`config.mk`:
```
export PLATFORM = sky130hd
export DESIGN_NAME = voice_table_with_stealing
export DESIGN_NICKNAME = d
export VERILOG_FILES = /design/src/vtws_pkg.sv /design/src/vtws_ram.sv /design/src/voice_table_with_stealing.sv
export SDC_FILE = /design/constraint.sdc
export NUM_CORES = 1
export LEC_CHECK = 0
export ABC_AREA = 1
export BUFFER_PORTS_ARGS = -buffer_cell sky130_fd_sc_hd__buf_2
export CELL_PAD_IN_SITES_DETAIL_PLACEMENT = 1
export CELL_PAD_IN_SITES_GLOBAL_PLACEMENT = 1
export CORE_MARGIN = 2
export CORE_UTILIZATION = 43
export CTS_BUF_LIST = sky130_fd_sc_hd__clkbuf_4
export DETAILED_ROUTE_END_ITERATION = 8
export GPL_ROUTABILITY_DRIVEN = 0
export MAX_ROUTING_LAYER = met4
export PLACE_DENSITY = 0.83
export SLEW_MARGIN = 40
export SYNTH_ARGS = -nofsm -noshare
export SYNTH_HDL_FRONTEND = slang
export SYNTH_HIERARCHICAL = 1
export SYNTH_SLANG_ARGS = --single-unit
```
`constraint.sdc`:
```
create_clock -name clock -period 6.9 [get_ports clock]
set_input_delay 0.69 -clock clock [delete_from_list [all_inputs] [get_ports clock]]
set_output_delay 0.69 -clock clock [all_outputs]
set_load 0.05 [all_outputs]
```
`src/vtws_pkg.sv`:
```
// vtws_pkg: shared types, codes and defaults for the voice table with stealing
// no dependencies; imported by voice_table_with_stealing and vtws_checker
package vtws_pkg;

   // defaults for the top level parameter and the csr reset
   localparam int          SLOTS_DEFAULT    = 16;
   localparam logic [4:0]  MAX_VOICES_RESET = 5'd8;

   // fixed field widths
   localparam int CMD_W    = 2;
   localparam int ID_W     = 8;
   localparam int GAIN_W   = 16;
   localparam int MASK_W   = 16;
   localparam int IDX_W    = 4;
   localparam int STATUS_W = 2;
   localparam int COUNT_W  = 5;
   localparam int MAXV_W   = 5;
   localparam int CSR_AW   = 3;
   localparam int CSR_DW   = 32;

   // command codes
   localparam logic [CMD_W-1:0] CMD_START  = 2'd0;
   localparam logic [CMD_W-1:0] CMD_RETIRE = 2'd1;
   localparam logic [CMD_W-1:0] CMD_READ   = 2'd2;

   // status codes
   localparam logic [STATUS_W-1:0] STATUS_OK    = 2'd0;
   localparam logic [STATUS_W-1:0] STATUS_FULL  = 2'd1;
   localparam logic [STATUS_W-1:0] STATUS_RANGE = 2'd2;

   // csr register index (byte address bit 2 upwards)
   localparam logic REG_MAX_VOICES = 1'b0;

   // one table entry as stored in the ram
   typedef struct packed {
      logic [ID_W-1:0]   sound_id;
      logic              priority_bit;
      logic              dropped;
      logic [GAIN_W-1:0] gain;
   } entry_type;

endpackage

```
`src/vtws_ram.sv`:
```
// vtws_ram: generic single write port, single read port ram with registered read
// no dependencies; used by voice_table_with_stealing for the voice table
module vtws_ram #(
   parameter int WIDTH = 8,
   parameter int DEPTH = 16,
   localparam int AW   = (DEPTH > 1) ? $clog2(DEPTH) : 1
) (
   input  logic             clock,
   input  logic             we,
   input  logic [AW-1:0]    waddr,
   input  logic [WIDTH-1:0] wdata,
   input  logic [AW-1:0]    raddr,
   output logic [WIDTH-1:0] rdata
);

   logic [WIDTH-1:0] mem_ff [DEPTH];
   logic [WIDTH-1:0] rdata_ff;

   // write port and registered read port
   always_ff @(posedge clock) begin
      if (we) begin
         mem_ff[waddr] <= wdata;
      end
      rdata_ff <= mem_ff[raddr];
   end

   assign rdata = rdata_ff;

endmodule

```
`src/voice_table_with_stealing.sv`:
```
// voice_table_with_stealing: top level of the voice allocation table
// depends on vtws_pkg and vtws_ram
//
// Age-ordered voice table held in one ram, position 0 oldest. One command word is
// taken at a time and gives one response word, which is loaded into the output
// register at the same edge that the sequencer returns to idle for the next command.
// A start that needs no steal, a refused start, a read out of range, a retire of an
// empty table and an unknown command go straight to the response; a read in range
// first waits for the registered ram read. A start that steals scans the ram one
// entry a cycle for the oldest stealable voice, and the marked entry is then written
// back. A retire compacts the table in place, with one read per entry and one
// compacting write per kept entry, through the
// single ram port pair. A new command is taken while the previous response still
// waits in the output register; a finished word that finds the output register
// still full holds the sequencer until the response channel takes the older word.
// No clearing pass after reset is needed.
module voice_table_with_stealing #(
   parameter int SLOTS = vtws_pkg::SLOTS_DEFAULT
) (
   input  logic                            clock,
   input  logic                            reset,
   // apb-style csr port
   input  logic                            psel,
   input  logic                            penable,
   input  logic                            pwrite,
   input  logic [vtws_pkg::CSR_AW-1:0]     paddr,
   input  logic [vtws_pkg::CSR_DW-1:0]     pwdata,
   output logic [vtws_pkg::CSR_DW-1:0]     prdata,
   output logic                            pready,
   // command channel
   input  logic                            req_valid,
   output logic                            req_ready,
   input  logic [vtws_pkg::CMD_W-1:0]      req_command,
   input  logic [vtws_pkg::ID_W-1:0]       req_sound_id,
   input  logic                            req_priority_req,
   input  logic [vtws_pkg::GAIN_W-1:0]     req_loudness,
   input  logic [vtws_pkg::MASK_W-1:0]     req_ended_mask,
   input  logic [vtws_pkg::IDX_W-1:0]      req_read_index,
   // response channel
   output logic                            rsp_valid,
   input  logic                            rsp_ready,
   output logic [vtws_pkg::STATUS_W-1:0]   rsp_status,
   output logic                            rsp_drop_valid,
   output logic [vtws_pkg::ID_W-1:0]       rsp_drop_sound_id,
   output logic [vtws_pkg::COUNT_W-1:0]    rsp_voice_count,
   output logic [vtws_pkg::ID_W-1:0]       rsp_entry_sound_id,
   output logic                            rsp_entry_priority,
   output logic                            rsp_entry_dropped,
   output logic [vtws_pkg::GAIN_W-1:0]     rsp_entry_loudness
);
   import vtws_pkg::*;

   localparam int AW = (SLOTS > 1) ? $clog2(SLOTS) : 1;
   localparam int CW = $clog2(SLOTS + 1);
   localparam int EW = $bits(entry_type);

   typedef enum logic [2:0] {
      ST_IDLE,
      ST_SCAN,
      ST_MARK,
      ST_RETIRE,
      ST_READ_WAIT,
      ST_RESP
   } state_type;

   state_type           state_ff;
   logic [MAXV_W-1:0]   max_voices_ff;
   logic [CW-1:0]       count_ff;
   logic [CW-1:0]       last_ff;
   logic [CW-1:0]       ptr_ff;
   logic [CW-1:0]       wptr_ff;
   logic [MASK_W-1:0]   mask_ff;
   entry_type           new_ff;
   entry_type           cand_ff;
   logic [AW-1:0]       cand_idx_ff;
   logic                free_found_ff;
   logic                unm_found_ff;

   logic [STATUS_W-1:0] res_status_ff;
   logic [STATUS_W-1:0] res_status_in;
   logic                res_drop_valid_ff;
   logic [ID_W-1:0]     res_drop_id_ff;
   entry_type           res_entry_ff;

   logic                rsp_valid_ff;
   logic [STATUS_W-1:0] rsp_status_ff;
   logic                rsp_drop_valid_ff;
   logic [ID_W-1:0]     rsp_drop_id_ff;
   logic [COUNT_W-1:0]  rsp_count_ff;
   entry_type           rsp_entry_ff;
   logic                rsp_load;

   logic                ram_we;
   logic [AW-1:0]       ram_waddr;
   logic [EW-1:0]       ram_wdata;
   logic [AW-1:0]       ram_raddr;
   logic [EW-1:0]       ram_rdata;
   entry_type           rd_entry;

   logic                accept;
   logic                table_full;
   logic                need_steal;
   logic                read_range;
   logic [CW+3:0]       idx_wide;
   logic [AW-1:0]       idx_addr;
   logic [CW-1:0]       ptr_next;
   logic                scan_last;
   logic                rd_free;
   logic [CW+4:0]       ptr_wide;
   logic                rd_ended;
   logic                rd_keep;
   logic                use_cand;
   logic [AW-1:0]       mark_addr;
   entry_type           mark_entry;
   logic [CW+4:0]       count_wide;

   // csr port: one register, decoded on the word index
   always_ff @(posedge clock) begin
      if (reset) begin
         max_voices_ff <= MAX_VOICES_RESET;
      end else if (psel && penable && pwrite && pready
                   && (paddr[2] == REG_MAX_VOICES)) begin
         max_voices_ff <= pwdata[MAXV_W-1:0];
      end
   end

   assign pready = 1'b1;
   assign prdata = (paddr[2] == REG_MAX_VOICES) ? CSR_DW'(max_voices_ff) : '0;

   // voice table ram
   vtws_ram #(
      .WIDTH (EW),
      .DEPTH (SLOTS)
   ) u_table (
      .clock (clock),
      .we    (ram_we),
      .waddr (ram_waddr),
      .wdata (ram_wdata),
      .raddr (ram_raddr),
      .rdata (ram_rdata)
   );

   assign rd_entry = entry_type'(ram_rdata);

   // command decode helpers
   assign accept     = req_valid && req_ready;
   assign req_ready  = (state_ff == ST_IDLE);
   assign table_full = (count_ff == CW'(SLOTS));
   assign need_steal = ((CW+5)'(count_ff) + (CW+5)'(1)) > (CW+5)'(max_voices_ff);
   assign idx_wide   = (CW+4)'(req_read_index);
   assign read_range = idx_wide >= (CW+4)'(count_ff);
   assign idx_addr   = idx_wide[AW-1:0];

   // status of the accepted command as known at accept time
   assign res_status_in = ((req_command == CMD_START) && table_full) ? STATUS_FULL :
                          ((req_command == CMD_READ) && read_range)  ? STATUS_RANGE :
                                                                       STATUS_OK;

   // scan and compaction helpers for the entry on the read port
   assign ptr_next  = ptr_ff + CW'(1);
   assign scan_last = (ptr_next == last_ff);
   assign rd_free   = !rd_entry.dropped && !rd_entry.priority_bit;
   assign ptr_wide  = (CW+5)'(ptr_ff);
   assign rd_ended  = (ptr_wide < (CW+5)'(MASK_W)) && mask_ff[ptr_wide[3:0]];
   assign rd_keep   = !rd_entry.dropped && !rd_ended;

   // steal choice: oldest free, else the new voice if not priority,
   // else oldest unmarked, else the new voice
   assign use_cand   = free_found_ff || (new_ff.priority_bit && unm_found_ff);
   assign mark_addr  = use_cand ? cand_idx_ff : last_ff[AW-1:0];
   assign mark_entry = use_cand ? cand_ff : new_ff;

   // finished word moves into the output register once that is free
   assign rsp_load = (state_ff == ST_RESP) && (!rsp_valid_ff || rsp_ready);

   // ram port control
   always_comb begin
      ram_we    = 1'b0;
      ram_waddr = '0;
      ram_wdata = '0;
      ram_raddr = '0;
      case (state_ff)
         ST_IDLE: begin
            if (accept && (req_command == CMD_START) && !table_full) begin
               ram_we    = 1'b1;
               ram_waddr = count_ff[AW-1:0];
               ram_wdata = {req_sound_id, req_priority_req, 1'b0, req_loudness};
            end
            if (req_command == CMD_READ) begin
               ram_raddr = idx_addr;
            end
         end
         ST_SCAN: begin
            ram_raddr = ptr_next[AW-1:0];
         end
         ST_RETIRE: begin
            ram_raddr = ptr_next[AW-1:0];
            if (rd_keep) begin
               ram_we    = 1'b1;
               ram_waddr = wptr_ff[AW-1:0];
               ram_wdata = rd_entry;
            end
         end
         ST_MARK: begin
            ram_we    = 1'b1;
            ram_waddr = mark_addr;
            ram_wdata = {mark_entry.sound_id, mark_entry.priority_bit, 1'b1,
                         mark_entry.gain};
         end
         default: begin
            ram_raddr = '0;
         end
      endcase
   end

   // sequencer with result and output registers
   always_ff @(posedge clock) begin
      if (reset) begin
         state_ff      <= ST_IDLE;
         count_ff      <= '0;
         rsp_valid_ff  <= 1'b0;
         free_found_ff <= 1'b0;
         unm_found_ff  <= 1'b0;
      end else begin
         // output register valid: set on load, cleared once taken
         if (rsp_load) begin
            rsp_valid_ff <= 1'b1;
         end else if (rsp_valid_ff && rsp_ready) begin
            rsp_valid_ff <= 1'b0;
         end
         case (state_ff)
            ST_IDLE: begin
               if (accept) begin
                  res_status_ff     <= res_status_in;
                  res_drop_valid_ff <= 1'b0;
                  res_drop_id_ff    <= '0;
                  res_entry_ff      <= '0;
                  last_ff           <= count_ff;
                  ptr_ff            <= '0;
                  wptr_ff           <= '0;
                  free_found_ff     <= 1'b0;
                  unm_found_ff      <= 1'b0;
                  mask_ff           <= req_ended_mask;
                  new_ff            <= {req_sound_id, req_priority_req, 1'b0, req_loudness};
                  case (req_command)
                     CMD_START: begin
                        if (table_full) begin
                           state_ff <= ST_RESP;
                        end else begin
                           count_ff <= count_ff + CW'(1);
                           if (!need_steal) begin
                              state_ff <= ST_RESP;
                           end else if (count_ff == '0) begin
                              state_ff <= ST_MARK;
                           end else begin
                              state_ff <= ST_SCAN;
                           end
                        end
                     end
                     CMD_RETIRE: begin
                        state_ff <= (count_ff == '0) ? ST_RESP : ST_RETIRE;
                     end
                     CMD_READ: begin
                        if (read_range) begin
                           state_ff <= ST_RESP;
                        end else begin
                           state_ff <= ST_READ_WAIT;
                        end
                     end
                     default: begin
                        state_ff <= ST_RESP;
                     end
                  endcase
               end
            end
            ST_SCAN: begin
               ptr_ff <= ptr_next;
               if (rd_free) begin
                  cand_ff       <= rd_entry;
                  cand_idx_ff   <= ptr_ff[AW-1:0];
                  free_found_ff <= 1'b1;
                  state_ff      <= ST_MARK;
               end else begin
                  if (!rd_entry.dropped && !unm_found_ff) begin
                     cand_ff      <= rd_entry;
                     cand_idx_ff  <= ptr_ff[AW-1:0];
                     unm_found_ff <= 1'b1;
                  end
                  if (scan_last) begin
                     state_ff <= ST_MARK;
                  end
               end
            end
            ST_MARK: begin
               res_drop_valid_ff <= 1'b1;
               res_drop_id_ff    <= mark_entry.sound_id;
               state_ff          <= ST_RESP;
            end
            ST_RETIRE: begin
               ptr_ff <= ptr_next;
               if (rd_keep) begin
                  wptr_ff <= wptr_ff + CW'(1);
               end
               if (scan_last) begin
                  count_ff <= wptr_ff + CW'(rd_keep);
                  state_ff <= ST_RESP;
               end
            end
            ST_READ_WAIT: begin
               res_entry_ff <= rd_entry;
               state_ff     <= ST_RESP;
            end
            ST_RESP: begin
               if (rsp_load) begin
                  rsp_status_ff     <= res_status_ff;
                  rsp_drop_valid_ff <= res_drop_valid_ff;
                  rsp_drop_id_ff    <= res_drop_id_ff;
                  rsp_count_ff      <= count_wide[COUNT_W-1:0];
                  rsp_entry_ff      <= res_entry_ff;
                  state_ff          <= ST_IDLE;
               end
            end
            default: begin
               state_ff <= ST_IDLE;
            end
         endcase
      end
   end

   assign count_wide = (CW+5)'(count_ff);

   // response ports
   assign rsp_valid          = rsp_valid_ff;
   assign rsp_status         = rsp_status_ff;
   assign rsp_drop_valid     = rsp_drop_valid_ff;
   assign rsp_drop_sound_id  = rsp_drop_id_ff;
   assign rsp_voice_count    = rsp_count_ff;
   assign rsp_entry_sound_id = rsp_entry_ff.sound_id;
   assign rsp_entry_priority = rsp_entry_ff.priority_bit;
   assign rsp_entry_dropped  = rsp_entry_ff.dropped;
   assign rsp_entry_loudness = rsp_entry_ff.gain;

endmodule

```
# Yosys cells after proc, flatten, opt, wreduce, memory -nomap -nowiden
# Memory sizes are Yosys's and may differ from the RTL's. A register that Yosys moved wholly into a read port is not among the register bits.
# Cells that the tools add are included.
op_classes:
  add_sub_neg: 5
  mux: 57
  eq_ne: 19
  bitwise_logic: 2
  magnitude_cmp: 4
  n_reduce_logical: 46
ops:
  columns: ["op", "n"]
  rows:
  - ["$mux W26", 6]
  - ["$pmux W26 S3", 1]
  - ["$pmux W26 S2", 1]
  - ["$mux W5", 7]
  - ["$pmux W5 S2", 3]
  - ["$mux W3", 8]
  - ["$mux W4", 6]
  - ["$reduce_and A3 Y1", 7]
  - ["$pmux W8 S2", 1]
  - ["$add A5 B1 Y5 const B", 3]
  - ["$logic_and A1 B1 Y1", 15]
  - ["$pmux W3 S5", 1]
  - ["$ne A2 B2 Y1 const B", 7]
  - ["$reduce_bool A2 Y1", 7]
  - ["$mux W1", 12]
  - ["$pmux W4 S3", 1]
  - ["$reduce_and A4 Y1", 3]
  - ["$pmux W3 S3", 1]
  - ["$mux W8", 1]
  - ["$pmux W4 S2", 1]
  - ["$add A5 B1 Y6 const B", 1]
  - ["$eq A3 B2 Y1 const B", 2]
  - ["$eq A3 B3 Y1 const B", 2]
  - ["$gt A6 B5 Y1", 1]
  - ["23 further kinds", 35]
word_totals:
  wordCells: 167
  mem_bits_rw: 416
  input_bits: 89
  reg_bits: 181
  memories: 1
memory_table:
  columns: ["memory", "depth", "width", "rd", "rd_ports_with_merged_regs", "wr", "line", "text"]
  rows:
  - ["u_table.mem_ff", 16, 26, 1, 1, 1, "vtws_ram.sv:16", "logic [WIDTH-1:0] mem_ff [DEPTH];"]

# Depth between registers and ports, before layout
depth:
  word_depth: 9
  depth_mapped: 20

# Hierarchy
# The synthesis kept the hierarchy.
modules_own_cells:
  columns: ["mod", "n_inst", "cells_per_inst", "seq_area_each_um2", "area_per_inst_um2"]
  rows:
  - ["vtws_ram", 1, 1727, 13012.5, 18313.8]
  - ["voice_table_with_stealing", 1, 790, 5245.0, 8530.7]

# Worst setup path after synthesis
# No wires, ideal clock.
synth_timing:
  kind: "reg-to-reg"
  startpoint: "reg state_ff[2]"
  endpoint: "reg cand_ff[0] (netlist bit) (enable)"
  path_buffers: 0
  period_less_slack_ps: 5964
  path_stages_with_launch: 6
  arrival_ps: 5392
  setup_ps: 572
  path_slack_ps: 936
  path_cell_list: "dfxtp_1 -> nor2_2 -> inv_2 -> nor2_1 -> inv_1 -> a2111oi_0"
synth_between:
  elab_chain_cells: 2
synth_rtl:
  columns: ["element", "line", "text"]
  rows:
  - ["from (decl)", "voice_table_with_stealing.sv:66", "state_type state_ff;"]
  - ["from (signal assigned)", "voice_table_with_stealing.sv:261", "state_ff <= (count_ff == '0) ? ST_RESP : ST_RETIRE;"]
  - ["$eq A3 B1 Y1", "voice_table_with_stealing.sv:231", "case (state_ff)"]
  - ["$reduce_and A3 Y1 (no line)", null, null]
  - ["to (signal assigned)", "voice_table_with_stealing.sv:279", "cand_ff <= rd_entry;"]
  - ["to (signal assigned)", "voice_table_with_stealing.sv:285", "cand_ff <= rd_entry;"]
  - ["to (decl)", "voice_table_with_stealing.sv:74", "entry_type cand_ff;"]
# No other way between the ends.
# A chain may end at the register's enable or synchronous reset.

# Worst setup path after layout
layout_timing:
  startpoint: "reg ptr_ff[0]"
  endpoint: "mem u_table/mem_ff[12][17] (netlist bit) (enable)"
layout_lines:
  columns: ["element", "line", "text"]
  rows:
  - ["from (decl)", "voice_table_with_stealing.sv:70", "logic [CW-1:0] ptr_ff;"]
  - ["from (signal assigned)", "voice_table_with_stealing.sv:277", "ptr_ff <= ptr_next;"]
  - ["from (signal assigned)", "voice_table_with_stealing.sv:300", "ptr_ff <= ptr_next;"]
  - ["$bmux W1 S4", "voice_table_with_stealing.sv:164", "assign rd_ended = (ptr_wide < (CW+5)'(MASK_W)) && mask_ff[ptr_wide[3:0]];"]
  - ["$mux W1 (not written as such)", "voice_table_with_stealing.sv:164", null]
  - ["$logic_and A1 B1 Y1 (*)", "voice_table_with_stealing.sv:164", null]
  - ["$logic_not A1 Y1 (*)", "voice_table_with_stealing.sv:165", "assign rd_keep = !rd_entry.dropped && !rd_ended;"]
  - ["$logic_and A1 B1 Y1 (*)", "voice_table_with_stealing.sv:165", null]
  - ["$mux W4 (*)", "voice_table_with_stealing.sv:198", "if (rd_keep) begin"]
  - ["$pmux W4 S3 (*)", "voice_table_with_stealing.sv:182", "case (state_ff)"]
  - ["named net ram_waddr[0]", "voice_table_with_stealing.sv:94", "logic [AW-1:0] ram_waddr;"]
  - ["to (decl)", "vtws_ram.sv:16", null]
# Mark *: on every way through the listed nets, which the timed path passes. The rest lies on a longest branch. The select of a mux whose other input is x is not followed.

==> impl_metrics.csv <==
group,metric,value,unit
sta,skew,70.9,ps
place,io_buffers,108,
yosys,synthArstFlopShare,0,%
sta,whs,153,ps
power_and_ir_drop,clock_power_share,28.9,%
clock_tree,cts_inserted_buffers,153,
setup_path,slowest_stage,"edfxtp_1",
place,dp_hpwl,47800,um
clock_tree,clock_path_buffers,3,
global_routing,antenna_found_initial,3,
setup_path,cp-end-kind,"register",
yosys,seq_area_frac_synth,68.0,%
power_and_ir_drop,pwr-share-comb,26.9,%
sta,slew_headroom,41.5,%
power_and_ir_drop,p_per_area,361,nW/um2
setup_path,ff2ff_path_depth,16,
cells_and_area,multi_input_area,6410,um2
global_routing,grt_max_degree,116,
yosys,yosys.area_share.simple,19.2,%
setup_path,cp-start-kind,"register",
sta,min_period_over_period,68.2,%
power_and_ir_drop,p_leak,13.1,nW
setup_path,path_delay_family,"simple AND/OR/NAND/NOR gates",
setup_path,critPathKind,"register to register",
cells_and_area,regArea,18300,um2
clock_tree,clk_pin_slew,80,ps
yosys,yosysWarnings,6,
global_routing,grt_overflow,0,
yosys,synthAdderAreaFrac,0.699,%
hold_path,hold_path_depth,3,
yosys,syn_inst,2517,
yosys,synth_seq_cells,622,
setup_path,path_buf_inv,3,
yosys,synth_edf_count,580,
place,place_area,28600,um2
cells_and_area,syn_to_final_growth,16.1,%
routing,dr.pass1.iters,5,
sta,hold_viol_final,0,
die,dieHeight,254,um
die,dieArea,64400,um2
cells_and_area,finalNetCount,2857,
setup_path,path_cells,"nor2_1 > nor2_1 > o21ai_0 > o21ai_0 > nand2_1 > nand3_1 > nand3_2 > nand2_1 > inv_1 > ha_1 > nand2_1 > o221ai_1 > inv_1 > nand2_1 > nor2_4 > buf_16",
sta,drv_slew,0,
routing,wire_per_inst,22.6,um
routing,first_iter_violations,1871,
setup_path,path_max_fanout,30,
routing,finalWirelength,83900,um
power_and_ir_drop,power_frac_seq,44.2,%
setup_path,cpMostUsedCell,"nand2_1",
sta,setup_violations,0,
power_and_ir_drop,p_sw_share,37.1,%
setup_path,required,7580,ps
yosys,synth_flop_cell,"edfxtp_1",
die,core,61700,um2
yosys,synth_top_area_cell,"edfxtp_1",
place,place_inst,3385,
routing,drt-vias-per-instance,5.40,
routing,vias,20100,
global_routing,grt_usage,27.1,%
clock_tree,cts_tree,"done",
die,ios,166,
die,start_util,43.5,%
clock_tree,cts_sinks,622,
cells_and_area,drive_above_1_share,18.1,%
yosys,ys_types,48,
cells_and_area,fillers,6738,
power_and_ir_drop,vdd_drop_max,0.220,mV
routing,ant_nets,0,
die,die_w,254,um
yosys,synthesis.area,26800,um2
yosys,synth_compound_area_share,2.72,%
yosys,synth_top_family_by_area,"simple AND/OR/NAND/NOR gates",
die,rows,91,
cells_and_area,fin_area,31200,um2
cells_and_area,final_cells,3719,
yosys,syn_area_per_cell,10.7,um2
clock_tree,root_buffer,"clkbuf_4",
yosys,synth-xor-area-share,0.294,%
yosys,synth_top_area_share,64.9,%
hold_path,hp-class,"primary input to register",
sta,worst_slew_pin_slew,878,ps
setup_path,critPathMaxStageDelay,770,ps
global_routing,grt_pass1_wl,127000,um
sta,tns,0,ps
sta,fmax,212,MHz
sta,rsz0062_at_grt,"false",
clock_tree,htreeDepth,4,
routing,drc,0,
run_status,outcome,"finished, final reports clean",
global_routing,grt_pass1_vias,21700,
clock_tree,insertion_delay,1040,ps
yosys,muxShareOfSynthArea,0,%
flow_run,drv_cap,0,
setup_path,arrival,5390,ps
power_and_ir_drop,netSwitchingPower,4.18,mW
sta,period_minus_slack,4710,ps
clock_tree,cts_setup_buffers,0,
power_and_ir_drop,p_int,7.08,mW
setup_path,path_depth,16,
yosys,synth_area_leaders,"edfxtp_1, nand2_1, nand3_1",
## worst paths after layout
| path | startpoint | to | slack, ps |
|---|---|---|---|
| setup / recovery | ptr_ff[0] | u_table/mem_ff[12][17] | 2190 |
| hold / removal | req_command[1] | res_status_ff[1] | 150 |
| setup reg to reg | ptr_ff[0] | u_table/mem_ff[12][17] | 2190 |
| hold reg to reg | res_status_ff[0] | rsp_status[0] | 390 |
## power groups by stage
stage / sequential [mW] / combinational, mW / clock (mW)
6_report: 4.98 / 3.03 / 3.25
3_5_place_dp: 5.02 / 2.85 / 0
4_1_cts: 4.95 / 2.93 / 3.23
2_1_floorplan: 4.93 / 1.98 / 0
3_3_place_gp: 4.99 / 2.63 / 0
5_1_grt: 5.00 / 3.27 / 3.46
## layout make-up
type	count	area share, %
antenna	9	0.0723
sequential	622	58.6
tap	837	3.36
inverter	433	5.26
timing repair buffer	199	5.71
clock inverter	42	0.787
multi-input combinational	1344	20.6
clock buffer	233	5.61
## tightest hold or removal path, delay by kind of cell
| family | cells | cell delay, ps |
|---|---|---|
| buffers and inverters | 2 | 220 |
| AOI/OAI and AO/OA | 1 | 70 |
## per-stage QoR
step	util [%]	power, mW	setup slack [ps]
2_1_floorplan	-	6.92	936
3_3_place_gp	45.4	7.62	2500
3_5_place_dp	46.4	7.88	2490
4_1_cts	50.4	11.1	2410
5_1_grt	50.5	11.7	2000
6_report	50.5	11.3	2190
## flip-flops by register name, indices dropped and copies added, names as in the netlist, 16 cells and up
signal	count
cand_ff	25
mask_ff	16
new_ff	25
res_entry_ff	26
rsp_entry_loudness	16
u_table/mem_ff	416
u_table/rdata	26
## layer usage
| metal | GRT usage (%) | wire, um | up-vias |
|---|---|---|---|
| met3 | 6.45 | 6770 | 305 |
| met4 | 13.2 | 4000 | 0 |
| met5 | - | 0 | - |
| met2 | 45.5 | 41800 | 1051 |
| li1 | - | - | 8763 |
| met1 | 30.4 | 31300 | 9946 |
## kinds of logic (layout without fill, tap and decap cells)
group | Yosys count | in the layout
AND/OR/NAND/NOR | 1183 | 1183
flip-flops | 622 | 622
buffers and inverters | 577 | 907
AO/OA/AOI/OAI | 109 | 109
adder cells (fa/ha/maj) | 15 | 15
XOR/XNOR | 9 | 9
other | 2 | 37
## cells in the final DEF, fill, tap and decap left out, types with 4 or more instances in the layout
cell           instances
a21oi_1               14
a31o_2                 9
buf_16                16
buf_2                108
buf_4                 10
buf_8                 12
clkbuf_4             233
clkinv_1              32
clkinv_2               5
conb_1                28
dfxtp_1               42
diode_2                9
dlygate4sd3_1         49
edfxtp_1             580
ha_1                  15
inv_1                395
inv_2                 36
nand2_1              646
nand3_1              336
nand3_2               18
nand4_1               36
nor2_1               110
nor2_2                 4
nor2_4                19
o21ai_0               32
o21ai_1               10
o21ai_2               25
xor2_1                 8
## repair_timing
item	4_1_cts	5_1_grt
hold endpoints to repair	49	0
gates resized for setup	0	0
setup endpoints to repair	0	0
hold buffers	49	0
## Yosys cell counts (all sizes together), types with 2 or more instances
cell type	instances
nand2	651
edfxtp	580
inv	430
nand3	354
nor2	134
buf	107
o21ai	67
dfxtp	42
clkbuf	37
nand4	37
a21oi	17
ha	15
a31o	12
xor2	8
nor3	4
clkinv	3
o22ai	3
conb	2
nand3b	2
o211ai	2
No activity file was read; power rests on OpenSTA's default activity.
